`config.mk`:
```
export PLATFORM = sky130hd
export DESIGN_NAME = button_gesture_detector
export DESIGN_NICKNAME = d
export VERILOG_FILES = /design/src/design/bgd_pkg.sv /design/src/design/bgd_alu.sv /design/src/design/bgd_evbuf.sv /design/src/design/button_gesture_detector.sv
export SDC_FILE = /design/constraint.sdc
export NUM_CORES = 2
export LEC_CHECK = 0
export BUFFER_PORTS_ARGS = -buffer_cell sky130_fd_sc_hd__buf_2
export CAP_MARGIN = 20
export CORE_ASPECT_RATIO = 1.4
export CORE_UTILIZATION = 60
export DETAILED_ROUTE_END_ITERATION = 8
export GPL_ROUTABILITY_DRIVEN = 0
export PLACE_DENSITY = 0.74
export SYNTH_ARGS = -nofsm -noshare
export SYNTH_HDL_FRONTEND = slang
export SYNTH_HIERARCHICAL = 1
export SYNTH_SLANG_ARGS = --single-unit
export TNS_END_PERCENT = 10
```
`constraint.sdc`:
```
create_clock -name clk -period 27.2 [get_ports clk]
set_input_delay 4.08 -clock clk [delete_from_list [all_inputs] [get_ports clk]]
set_output_delay 4.08 -clock clk [all_outputs]
set_load 0.03 [all_outputs]
```
`src/design/bgd_pkg.sv`:
```
`default_nettype none
package bgd_pkg;

	localparam int NUM_BUTTONS = 4;
	localparam int NUM_COMBOS = 2;
	localparam int DUR_W = 32;
	localparam int CFG_W = 16;
	localparam int MAX_EVENTS = 14;
	localparam int EV_CNT_W = 4;
	localparam int EV_IDX_W = 4;
	localparam logic [CFG_W-1:0] COMBO_WINDOW_MS = 16'd200;

	localparam logic [2:0] EV_CLICK      = 3'd0;
	localparam logic [2:0] EV_HOLD_START = 3'd1;
	localparam logic [2:0] EV_HOLD_RPT   = 3'd2;
	localparam logic [2:0] EV_HOLD_END   = 3'd3;
	localparam logic [2:0] EV_COMBO_A    = 3'd4;
	localparam logic [2:0] EV_COMBO_B    = 3'd5;

	localparam logic [1:0] REG_DEBOUNCE   = 2'd0;
	localparam logic [1:0] REG_HOLD_THR   = 2'd1;
	localparam logic [1:0] REG_HOLD_RPT   = 2'd2;
	localparam logic [1:0] REG_COMBO_HOLD = 2'd3;

	typedef struct packed {
		logic [3:0]  raw_levels;
		logic [31:0] now_ms;
	} poll_t;

	typedef struct packed {
		logic [2:0]  event_kind;
		logic [1:0]  button_index;
		logic [31:0] duration_ms;
		logic [3:0]  pressed_mask;
		logic [3:0]  holding_mask;
		logic [1:0]  combo_flags;
		logic        last_event;
	} event_t;

	typedef struct packed {
		logic [2:0]       kind;
		logic [1:0]       btn;
		logic [DUR_W-1:0] dur;
	} ev_entry_t;

	typedef struct packed {
		logic gt;
		logic eq;
	} cmp_t;

endpackage
`default_nettype wire

```
`src/design/bgd_alu.sv`:
```
`default_nettype none
// shared modular subtract and threshold compare
module bgd_alu #(
	parameter int TIME_BITS = 32
) (
	input  wire logic [TIME_BITS-1:0] a,
	input  wire logic [TIME_BITS-1:0] b,
	input  wire logic [TIME_BITS-1:0] thr,
	output logic [TIME_BITS-1:0]      diff,
	output bgd_pkg::cmp_t             cmp
);
	always_comb begin
		diff = a - b;
		cmp.gt = diff > thr;
		cmp.eq = diff == thr;
	end
endmodule
`default_nettype wire

```
`src/design/bgd_evbuf.sv`:
```
`default_nettype none
module bgd_evbuf (
	input  wire logic                              clk,
	input  wire logic                              arst_n,
	input  wire logic                              clear,
	input  wire logic                              push,
	input  wire bgd_pkg::ev_entry_t                wr_ev,
	input  wire logic [bgd_pkg::EV_IDX_W-1:0]      rd_idx,
	output bgd_pkg::ev_entry_t                     rd_ev,
	output logic [bgd_pkg::EV_CNT_W-1:0]           count
);
	bgd_pkg::ev_entry_t buf_q [bgd_pkg::MAX_EVENTS];
	logic [bgd_pkg::EV_CNT_W-1:0] cnt_q;

	always_ff @(posedge clk or negedge arst_n) begin
		if (!arst_n) begin
			cnt_q <= '0;
		end else if (clear) begin
			cnt_q <= '0;
		end else if (push && cnt_q < bgd_pkg::EV_CNT_W'(bgd_pkg::MAX_EVENTS)) begin
			cnt_q <= cnt_q + 1'b1;
		end
	end

	always_ff @(posedge clk) begin
		if (!clear && push && cnt_q < bgd_pkg::EV_CNT_W'(bgd_pkg::MAX_EVENTS)) begin
			buf_q[cnt_q[bgd_pkg::EV_IDX_W-1:0]] <= wr_ev;
		end
	end

	assign rd_ev = buf_q[rd_idx];
	assign count = cnt_q;
endmodule
`default_nettype wire

```
`src/design/button_gesture_detector.sv`:
```
// channel  direction  handshake            payload
// in       input      in_valid / in_stall  poll_t (raw_levels, now_ms)
// out      output     out_valid / out_stall event_t, one per event
// cfg      input      cfg_valid / cfg_ready cfg_index, cfg_data
// After acceptance a poll steps through debounce of each button (with a release step per
// release), the combo checks, hold start and hold repeat of each button (with a step per
// repeat) and the combo-duration checks, then hands out its buffered events in order.
// in_stall is high from acceptance until the last event of that poll is taken, if it has any.
// Events are buffered, then presented in order; out_stall simply holds the current one.
// arst_n clears all button, combo and sequencer state; registers return to defaults.
`default_nettype none
module button_gesture_detector #(
	parameter int TIME_BITS = 32
) (
	input  wire logic                        clk,
	input  wire logic                        arst_n,
	input  wire logic                        in_valid,
	output logic                             in_stall,
	input  wire bgd_pkg::poll_t              in_data,
	output logic                             out_valid,
	input  wire logic                        out_stall,
	output bgd_pkg::event_t                  out_data,
	input  wire logic                        cfg_valid,
	output logic                             cfg_ready,
	input  wire logic [1:0]                  cfg_index,
	input  wire logic [bgd_pkg::CFG_W-1:0]   cfg_data
);
	localparam logic [3:0] ST_IDLE = 4'd0;
	localparam logic [3:0] ST_DEB  = 4'd1;
	localparam logic [3:0] ST_REL  = 4'd2;
	localparam logic [3:0] ST_CA1  = 4'd3;
	localparam logic [3:0] ST_CA2  = 4'd4;
	localparam logic [3:0] ST_HS   = 4'd5;
	localparam logic [3:0] ST_HR1  = 4'd6;
	localparam logic [3:0] ST_HR2  = 4'd7;
	localparam logic [3:0] ST_CD   = 4'd8;
	localparam logic [3:0] ST_OUT  = 4'd9;

	logic [3:0] st_q;
	logic [1:0] idx_q;
	logic [bgd_pkg::EV_IDX_W-1:0] rd_q;

	logic [bgd_pkg::CFG_W-1:0] deb_q, hthr_q, hrpt_q, chold_q;

	logic [3:0]           raw_q;
	logic [TIME_BITS-1:0] now_q;

	logic [3:0] prev_q, filt_q, pressed_q, hold_q, click_q, claim_q;
	logic [TIME_BITS-1:0] ct_q  [bgd_pkg::NUM_BUTTONS];
	logic [TIME_BITS-1:0] ps_q  [bgd_pkg::NUM_BUTTONS];
	logic [TIME_BITS-1:0] lrt_q [bgd_pkg::NUM_BUTTONS];
	logic [1:0] cact_q, crep_q;
	logic [TIME_BITS-1:0] cst_q [bgd_pkg::NUM_COMBOS];
	logic ab_ok_q;

	logic [TIME_BITS-1:0] alu_a, alu_b, alu_thr, diff;
	bgd_pkg::cmp_t cmp;
	logic [TIME_BITS-1:0] ct_eff;
	logic r_bit, any_combo, combo_sel;
	logic [1:0] pa, pb;
	logic ge, lt;

	logic push, buf_clear;
	bgd_pkg::ev_entry_t wr_ev, rd_ev;
	logic [bgd_pkg::EV_CNT_W-1:0] ev_cnt;

	assign r_bit = raw_q[idx_q];
	assign ct_eff = (r_bit != prev_q[idx_q]) ? now_q : ct_q[idx_q];
	assign any_combo = |cact_q;
	assign combo_sel = idx_q[0];
	assign pa = combo_sel ? 2'd1 : 2'd0;
	assign pb = combo_sel ? 2'd2 : 2'd3;
	assign ge = cmp.gt | cmp.eq;
	assign lt = ~ge;

	always_comb begin
		alu_a = now_q;
		alu_b = ps_q[idx_q];
		alu_thr = TIME_BITS'(hthr_q);
		unique case (st_q)
			ST_DEB: begin
				alu_b = ct_eff;
				alu_thr = TIME_BITS'(deb_q);
			end
			ST_CA1: begin
				alu_a = ps_q[pa];
				alu_b = ps_q[pb];
				alu_thr = TIME_BITS'(bgd_pkg::COMBO_WINDOW_MS);
			end
			ST_CA2: begin
				alu_a = ps_q[pb];
				alu_b = ps_q[pa];
				alu_thr = TIME_BITS'(bgd_pkg::COMBO_WINDOW_MS);
			end
			ST_HR1: begin
				alu_b = lrt_q[idx_q];
				alu_thr = TIME_BITS'(hrpt_q);
			end
			ST_CD: begin
				alu_b = cst_q[combo_sel];
				alu_thr = TIME_BITS'(chold_q);
			end
			default: begin
			end
		endcase
	end

	bgd_alu #(.TIME_BITS(TIME_BITS)) u_alu (
		.a    (alu_a),
		.b    (alu_b),
		.thr  (alu_thr),
		.diff (diff),
		.cmp  (cmp)
	);

	// event generation for the current step
	always_comb begin
		push = 1'b0;
		wr_ev.kind = bgd_pkg::EV_CLICK;
		wr_ev.btn = idx_q;
		wr_ev.dur = bgd_pkg::DUR_W'(diff);
		unique case (st_q)
			ST_REL: begin
				if (hold_q[idx_q] && !any_combo) begin
					push = 1'b1;
					wr_ev.kind = bgd_pkg::EV_HOLD_END;
				end else if (click_q[idx_q] && !any_combo && lt) begin
					push = 1'b1;
					wr_ev.kind = bgd_pkg::EV_CLICK;
					wr_ev.dur = '0;
				end
			end
			ST_HS: begin
				if (!any_combo && pressed_q[idx_q] && !hold_q[idx_q] &&
				    !claim_q[idx_q] && ge) begin
					push = 1'b1;
					wr_ev.kind = bgd_pkg::EV_HOLD_START;
				end
			end
			ST_HR2: begin
				push = 1'b1;
				wr_ev.kind = bgd_pkg::EV_HOLD_RPT;
			end
			ST_CD: begin
				if (cact_q[combo_sel] && !crep_q[combo_sel] && ge) begin
					push = 1'b1;
					wr_ev.kind = combo_sel ? bgd_pkg::EV_COMBO_B : bgd_pkg::EV_COMBO_A;
					wr_ev.btn = '0;
					wr_ev.dur = '0;
				end
			end
			default: begin
			end
		endcase
	end

	assign buf_clear = (st_q == ST_IDLE);

	bgd_evbuf u_evbuf (
		.clk    (clk),
		.arst_n (arst_n),
		.clear  (buf_clear),
		.push   (push),
		.wr_ev  (wr_ev),
		.rd_idx (rd_q),
		.rd_ev  (rd_ev),
		.count  (ev_cnt)
	);

	assign in_stall = (st_q != ST_IDLE);
	assign cfg_ready = 1'b1;
	assign out_valid = (st_q == ST_OUT) && (ev_cnt != '0);

	always_comb begin
		out_data.event_kind = rd_ev.kind;
		out_data.button_index = rd_ev.btn;
		out_data.duration_ms = rd_ev.dur;
		out_data.pressed_mask = pressed_q;
		out_data.holding_mask = hold_q;
		out_data.combo_flags = cact_q;
		out_data.last_event = (bgd_pkg::EV_CNT_W'(rd_q) + 1'b1) == ev_cnt;
	end

	always_ff @(posedge clk or negedge arst_n) begin
		if (!arst_n) begin
			deb_q <= 16'd50;
			hthr_q <= 16'd1000;
			hrpt_q <= 16'd100;
			chold_q <= 16'd2000;
		end else if (cfg_valid && cfg_ready) begin
			unique case (cfg_index)
				bgd_pkg::REG_DEBOUNCE:   deb_q <= cfg_data;
				bgd_pkg::REG_HOLD_THR:   hthr_q <= cfg_data;
				bgd_pkg::REG_HOLD_RPT:   hrpt_q <= cfg_data;
				bgd_pkg::REG_COMBO_HOLD: chold_q <= cfg_data;
				default: begin
				end
			endcase
		end
	end

	always_ff @(posedge clk) begin
		if (st_q == ST_IDLE && in_valid) begin
			raw_q <= in_data.raw_levels;
			now_q <= TIME_BITS'(in_data.now_ms);
		end
	end

	always_ff @(posedge clk or negedge arst_n) begin
		if (!arst_n) begin
			st_q <= ST_IDLE;
			idx_q <= '0;
			rd_q <= '0;
			ab_ok_q <= 1'b0;
			prev_q <= '0;
			filt_q <= '0;
			pressed_q <= '0;
			hold_q <= '0;
			click_q <= '0;
			claim_q <= '0;
			cact_q <= '0;
			crep_q <= '0;
			for (int i = 0; i < bgd_pkg::NUM_BUTTONS; i++) begin
				ct_q[i] <= '0;
				ps_q[i] <= '0;
				lrt_q[i] <= '0;
			end
			for (int c = 0; c < bgd_pkg::NUM_COMBOS; c++) begin
				cst_q[c] <= '0;
			end
		end else begin
			unique case (st_q)
				ST_IDLE: begin
					if (in_valid) begin
						st_q <= ST_DEB;
						idx_q <= '0;
						rd_q <= '0;
					end
				end
				ST_DEB: begin
					prev_q[idx_q] <= r_bit;
					ct_q[idx_q] <= ct_eff;
					if (cmp.gt && r_bit != filt_q[idx_q] && r_bit != pressed_q[idx_q]) begin
						filt_q[idx_q] <= r_bit;
						pressed_q[idx_q] <= r_bit;
						if (r_bit) begin
							ps_q[idx_q] <= now_q;
							click_q[idx_q] <= 1'b1;
							claim_q[idx_q] <= 1'b0;
						end
					end else if (cmp.gt && r_bit != filt_q[idx_q]) begin
						filt_q[idx_q] <= r_bit;
					end
					if (cmp.gt && r_bit != filt_q[idx_q] && r_bit != pressed_q[idx_q] &&
					    !r_bit) begin
						st_q <= ST_REL;
					end else if (idx_q == 2'd3) begin
						st_q <= ST_CA1;
						idx_q <= '0;
					end else begin
						idx_q <= idx_q + 1'b1;
					end
				end
				ST_REL: begin
					hold_q[idx_q] <= 1'b0;
					click_q[idx_q] <= 1'b0;
					// combo ends once both of its buttons are up
					if (cact_q[0] && (idx_q == 2'd0 || idx_q == 2'd3) &&
					    !pressed_q[0] && !pressed_q[3]) begin
						cact_q[0] <= 1'b0;
						crep_q[0] <= 1'b0;
						hold_q[0] <= 1'b0; click_q[0] <= 1'b0; claim_q[0] <= 1'b0;
						hold_q[3] <= 1'b0; click_q[3] <= 1'b0; claim_q[3] <= 1'b0;
					end
					if (cact_q[1] && (idx_q == 2'd1 || idx_q == 2'd2) &&
					    !pressed_q[1] && !pressed_q[2]) begin
						cact_q[1] <= 1'b0;
						crep_q[1] <= 1'b0;
						hold_q[1] <= 1'b0; click_q[1] <= 1'b0; claim_q[1] <= 1'b0;
						hold_q[2] <= 1'b0; click_q[2] <= 1'b0; claim_q[2] <= 1'b0;
					end
					if (idx_q == 2'd3) begin
						st_q <= ST_CA1;
						idx_q <= '0;
					end else begin
						st_q <= ST_DEB;
						idx_q <= idx_q + 1'b1;
					end
				end
				ST_CA1: begin
					ab_ok_q <= ~cmp.gt;
					st_q <= ST_CA2;
				end
				ST_CA2: begin
					if (!cact_q[combo_sel] && pressed_q[pa] && pressed_q[pb] &&
					    (ab_ok_q || !cmp.gt)) begin
						cact_q[combo_sel] <= 1'b1;
						crep_q[combo_sel] <= 1'b0;
						cst_q[combo_sel] <= ab_ok_q ? ps_q[pa] : ps_q[pb];
						click_q[pa] <= 1'b0;
						click_q[pb] <= 1'b0;
						claim_q[pa] <= 1'b1;
						claim_q[pb] <= 1'b1;
					end
					if (combo_sel) begin
						st_q <= ST_HS;
						idx_q <= '0;
					end else begin
						st_q <= ST_CA1;
						idx_q <= 2'd1;
					end
				end
				ST_HS: begin
					if (push) begin
						hold_q[idx_q] <= 1'b1;
						lrt_q[idx_q] <= now_q;
						click_q[idx_q] <= 1'b0;
					end
					if (idx_q == 2'd3) begin
						st_q <= ST_HR1;
						idx_q <= '0;
					end else begin
						idx_q <= idx_q + 1'b1;
					end
				end
				ST_HR1: begin
					if (hold_q[idx_q] && !any_combo && ge) begin
						lrt_q[idx_q] <= now_q;
						st_q <= ST_HR2;
					end else if (idx_q == 2'd3) begin
						st_q <= ST_CD;
						idx_q <= '0;
					end else begin
						idx_q <= idx_q + 1'b1;
					end
				end
				ST_HR2: begin
					if (idx_q == 2'd3) begin
						st_q <= ST_CD;
						idx_q <= '0;
					end else begin
						st_q <= ST_HR1;
						idx_q <= idx_q + 1'b1;
					end
				end
				ST_CD: begin
					if (push) begin
						crep_q[combo_sel] <= 1'b1;
					end
					if (combo_sel) begin
						st_q <= ST_OUT;
						idx_q <= '0;
					end else begin
						idx_q <= 2'd1;
					end
				end
				ST_OUT: begin
					if (ev_cnt == '0) begin
						st_q <= ST_IDLE;
					end else if (!out_stall) begin
						if (out_data.last_event) begin
							st_q <= ST_IDLE;
							rd_q <= '0;
						end else begin
							rd_q <= rd_q + 1'b1;
						end
					end
				end
				default: begin
					st_q <= ST_IDLE;
				end
			endcase
		end
	end
endmodule
`default_nettype wire
```
==> results.md <==
- Failing checks: DRC
- Final setup vio count: 0
- Hold-fix buffers, CTS: 0
- Clock Tree Buf Depth: 3
- Status: finished, violations left
- # clock sinks: 1109
- Most frequent cells in the layout: 554 x edfxtp_1, 531 x dfrtp_1, 426 x mux2_2, 292 x nand2_1, 209 x o21ai_0
- Area leader, netlist: edfxtp_1
- Final min period: 11.06 ns
- Filler Cell Count: 5595
- DR WL/cell: 27.2 microns
- Vias in the first global route: 33600
- Clk_lat worst skew: 0.69 ns
- Initial antenna violation count: 3
- Number of setup buffers added after CTS: 0
- First-pass GRT wire length: 200000 microns
- Total grt overflow: 0
- Area fraction of the dominant cell type after synthesis: 32.8%
- Mapped Cells: 3612
- Final ANT Viol Nets: 0
- Largest net degree at the start of global routing: 121
- Worst slew pin tran: 1.08 ns
- Worst EP required: 27.53 ns
- Max Cap Violations: 0
- Final period util: 40.7%
- I/O pin total: 110
- Die height: 346 microns
- Final hold viol count: 0
- Worst hold path startpoint: cst_q[21]$_DFFE_PN0P_
- Worst hold path type: flip-flop to flip-flop
- CP max stage delay: 0.91 ns
- DRT Pass-1 Iters: 7
- Worst hold margin: 0.480 ns
- Most common cell after layout, fill and taps aside: edfxtp_1
- Flops & latches, synth: 1109
- CTS tree: done
- Worst setup margin: 16.14 ns
- Reg clk slew, reported paths: 0.07 ns
- Initial cell density of the core: 60.8%
- Remaining DRCs: 6
- Critical Path Most Common Cell: buf_4
- RSZ-0062 raised after global routing: no
- Synth unique cells: 80
- Vias per cell: 6.67
- Die area: 85700 sq um
- Post-Route WL: 131000 microns
- Finished Layout Cells: 4816
- Crit path launch: idx_q[0]$_DFFE_PN0P_
- CP Launch Type: flip-flop
- Share of cells above drive strength 1: 27.5%
- CP Data Arrival Time: 11.40 ns
- # port buffers: 108
- DR iter-0 viols: 2887
- Synthesis-to-finish area growth: 10.5%
- H-tree Lvls: 3
- Reg2Reg Depth: 29
- Dpl hpwl: 79700 microns
- Nets@finish: 3776
- Vias post-DR: 32100
- CP max stage cell: dfrtp_4
- Worst R2R Start: idx_q[0]$_DFFE_PN0P_
- CTS buffer count: 102
- Pre-CTS WS: 16.46 ns
- Synth area leaders: edfxtp_1 33%, dfrtp_1 27%, mux2_2 9.5%
- Post-cts gate resize count: 0
- Peak Freq: 90.4 MHz
- Yosys warns: 6
- Row cnt: 125
- Synth Flop Type: edfxtp_1
- Sequential share of the synthesized area: 60.3%
- Rel. slew slack: 27.4%
- Syn Std Cell Area: 50700 sq um
- DIE WIDTH: 248 microns
- Clock skew: 0.0269 ns
- Global Route Usage Sum: 31.2%
- Max-slew violation count: 0
- CP Max Fanout: 53
- Setup TNS: 0 ns
- Critical path endpoint category: flip-flop
- CTS root buf: clkbuf_16
- Ys async rst share: 50.0%
- Syn Area/Cell: 14.0 sq um
- Hold Crit Depth: 2
- Crit path kind: flip-flop to flip-flop
- Cells after DPL: 4616
- Core Area: 83400 sq um
- EDFF count, synth: 554
-- registers in the layout (all words and copies together), names as in the netlist, 4 cells and up --
signal	flops
lrt_q	128
raw_q	4
hthr_q	16
hrpt_q	16
now_q	32
click_q	4
rd_q	4
filt_q	4
prev_q	4
u_evbuf/buf_q	518
u_evbuf/count	4
deb_q	16
pressed_q	4
chold_q	16
ct_q	128
claim_q	4
ps_q	128
cst_q	64
st_q	4
hold_q	4
-- cells by family after synthesis --
family | after synthesis | synth area share [%]
and+or+nand+nor | 617 | 5.45
adders and majority gates | 73 | 1.82
other | 2 | 0.0148
muxes | 776 | 20.9
xor gates and xnor gates | 40 | 0.691
DFF | 1109 | 60.3
AOI/OAI and AO/OA | 653 | 8.07
buffers and inverters | 342 | 2.82
-- per-stage QoR --
stage | util [%] | cell area [sq um]
floorplan | - | 50700
global placement | 62.6 | 52200
detailed placement | 62.8 | 52300
CTS | 67.1 | 55900
global route | 67.2 | 56000
finish | 67.2 | 56000
-- layer usage --
layer / vias up / routed length (microns) / global-route usage (%)
met5: - / 0 / 0
met4: 0 / 6180 / 15.2
met3: 401 / 8960 / 4.87
met2: 1503 / 67300 / 53.2
met1: 16500 / 48700 / 38.7
li1: 13700 / - / -
-- Yosys cell counts (7+ instances only) --
library cell / count
edfxtp_1: 554
dfrtp_1: 537
mux2_2: 426
nand2_1: 299
o21ai_0: 209
mux4_2: 181
mux2i_1: 168
clkbuf_1: 167
a21oi_1: 155
nor2_1: 150
inv_1: 82
o22ai_1: 73
ha_1: 72
o221ai_1: 67
buf_1: 40
and2_1: 36
buf_2: 36
a211oi_1: 34
xnor2_1: 23
nand3_1: 22
a21o_1: 20
nand4_1: 20
nor3_1: 19
dfstp_2: 18
nand2b_1: 18
xor2_1: 17
a222oi_1: 13
buf_6: 11
o21bai_1: 11
a31oi_1: 9
o31ai_1: 9
and3_1: 7
nor3b_1: 7
o21a_1: 7
-- path summary, 6_finish.rpt --
path | endpoint | slack [ns]
min reg2reg | cst_q[21]$_DFFE_PN0P_ | 0.48
max reg2reg | u_evbuf/buf_q[2][6]$_DFFE_PP_ | 16.14
min in group asynchronous | ps_q[67]$_DFFE_PN0P_ | 3.42
min | cst_q[21]$_DFFE_PN0P_ | 0.48
max | u_evbuf/buf_q[2][6]$_DFFE_PP_ | 16.14
max in group asynchronous | lrt_q[118]$_DFFE_PN0P_ | 20.67
-- final cells by class --
type	count	area, sq um	area share, %
timing repair buffer	172	1170	2.09
tap	1079	1350	2.41
sequential	1109	30600	54.6
multi-input combinational	2176	19000	33.9
clock inverter	62	805	1.44
clock buffer	132	2780	4.96
antenna	3	7.51	0.0134
inverter	83	312	0.556
-- critical path, delay by kind of cell (launching register included) --
| family | cells | cell delay (ns) |
|---|---|---|
| simple gates | 10 | 3.25 |
| buf+inv | 5 | 2.47 |
| compound gates | 9 | 2.09 |
| mux | 2 | 1.00 |
| flops | 1 | 0.91 |
| fa+ha+maj | 2 | 0.64 |
| xor+xnor | 1 | 0.18 |
Power is left out: the tool's default activity adds up to more than one toggle a clock period on the data nets, which glitch-free logic cannot reach.
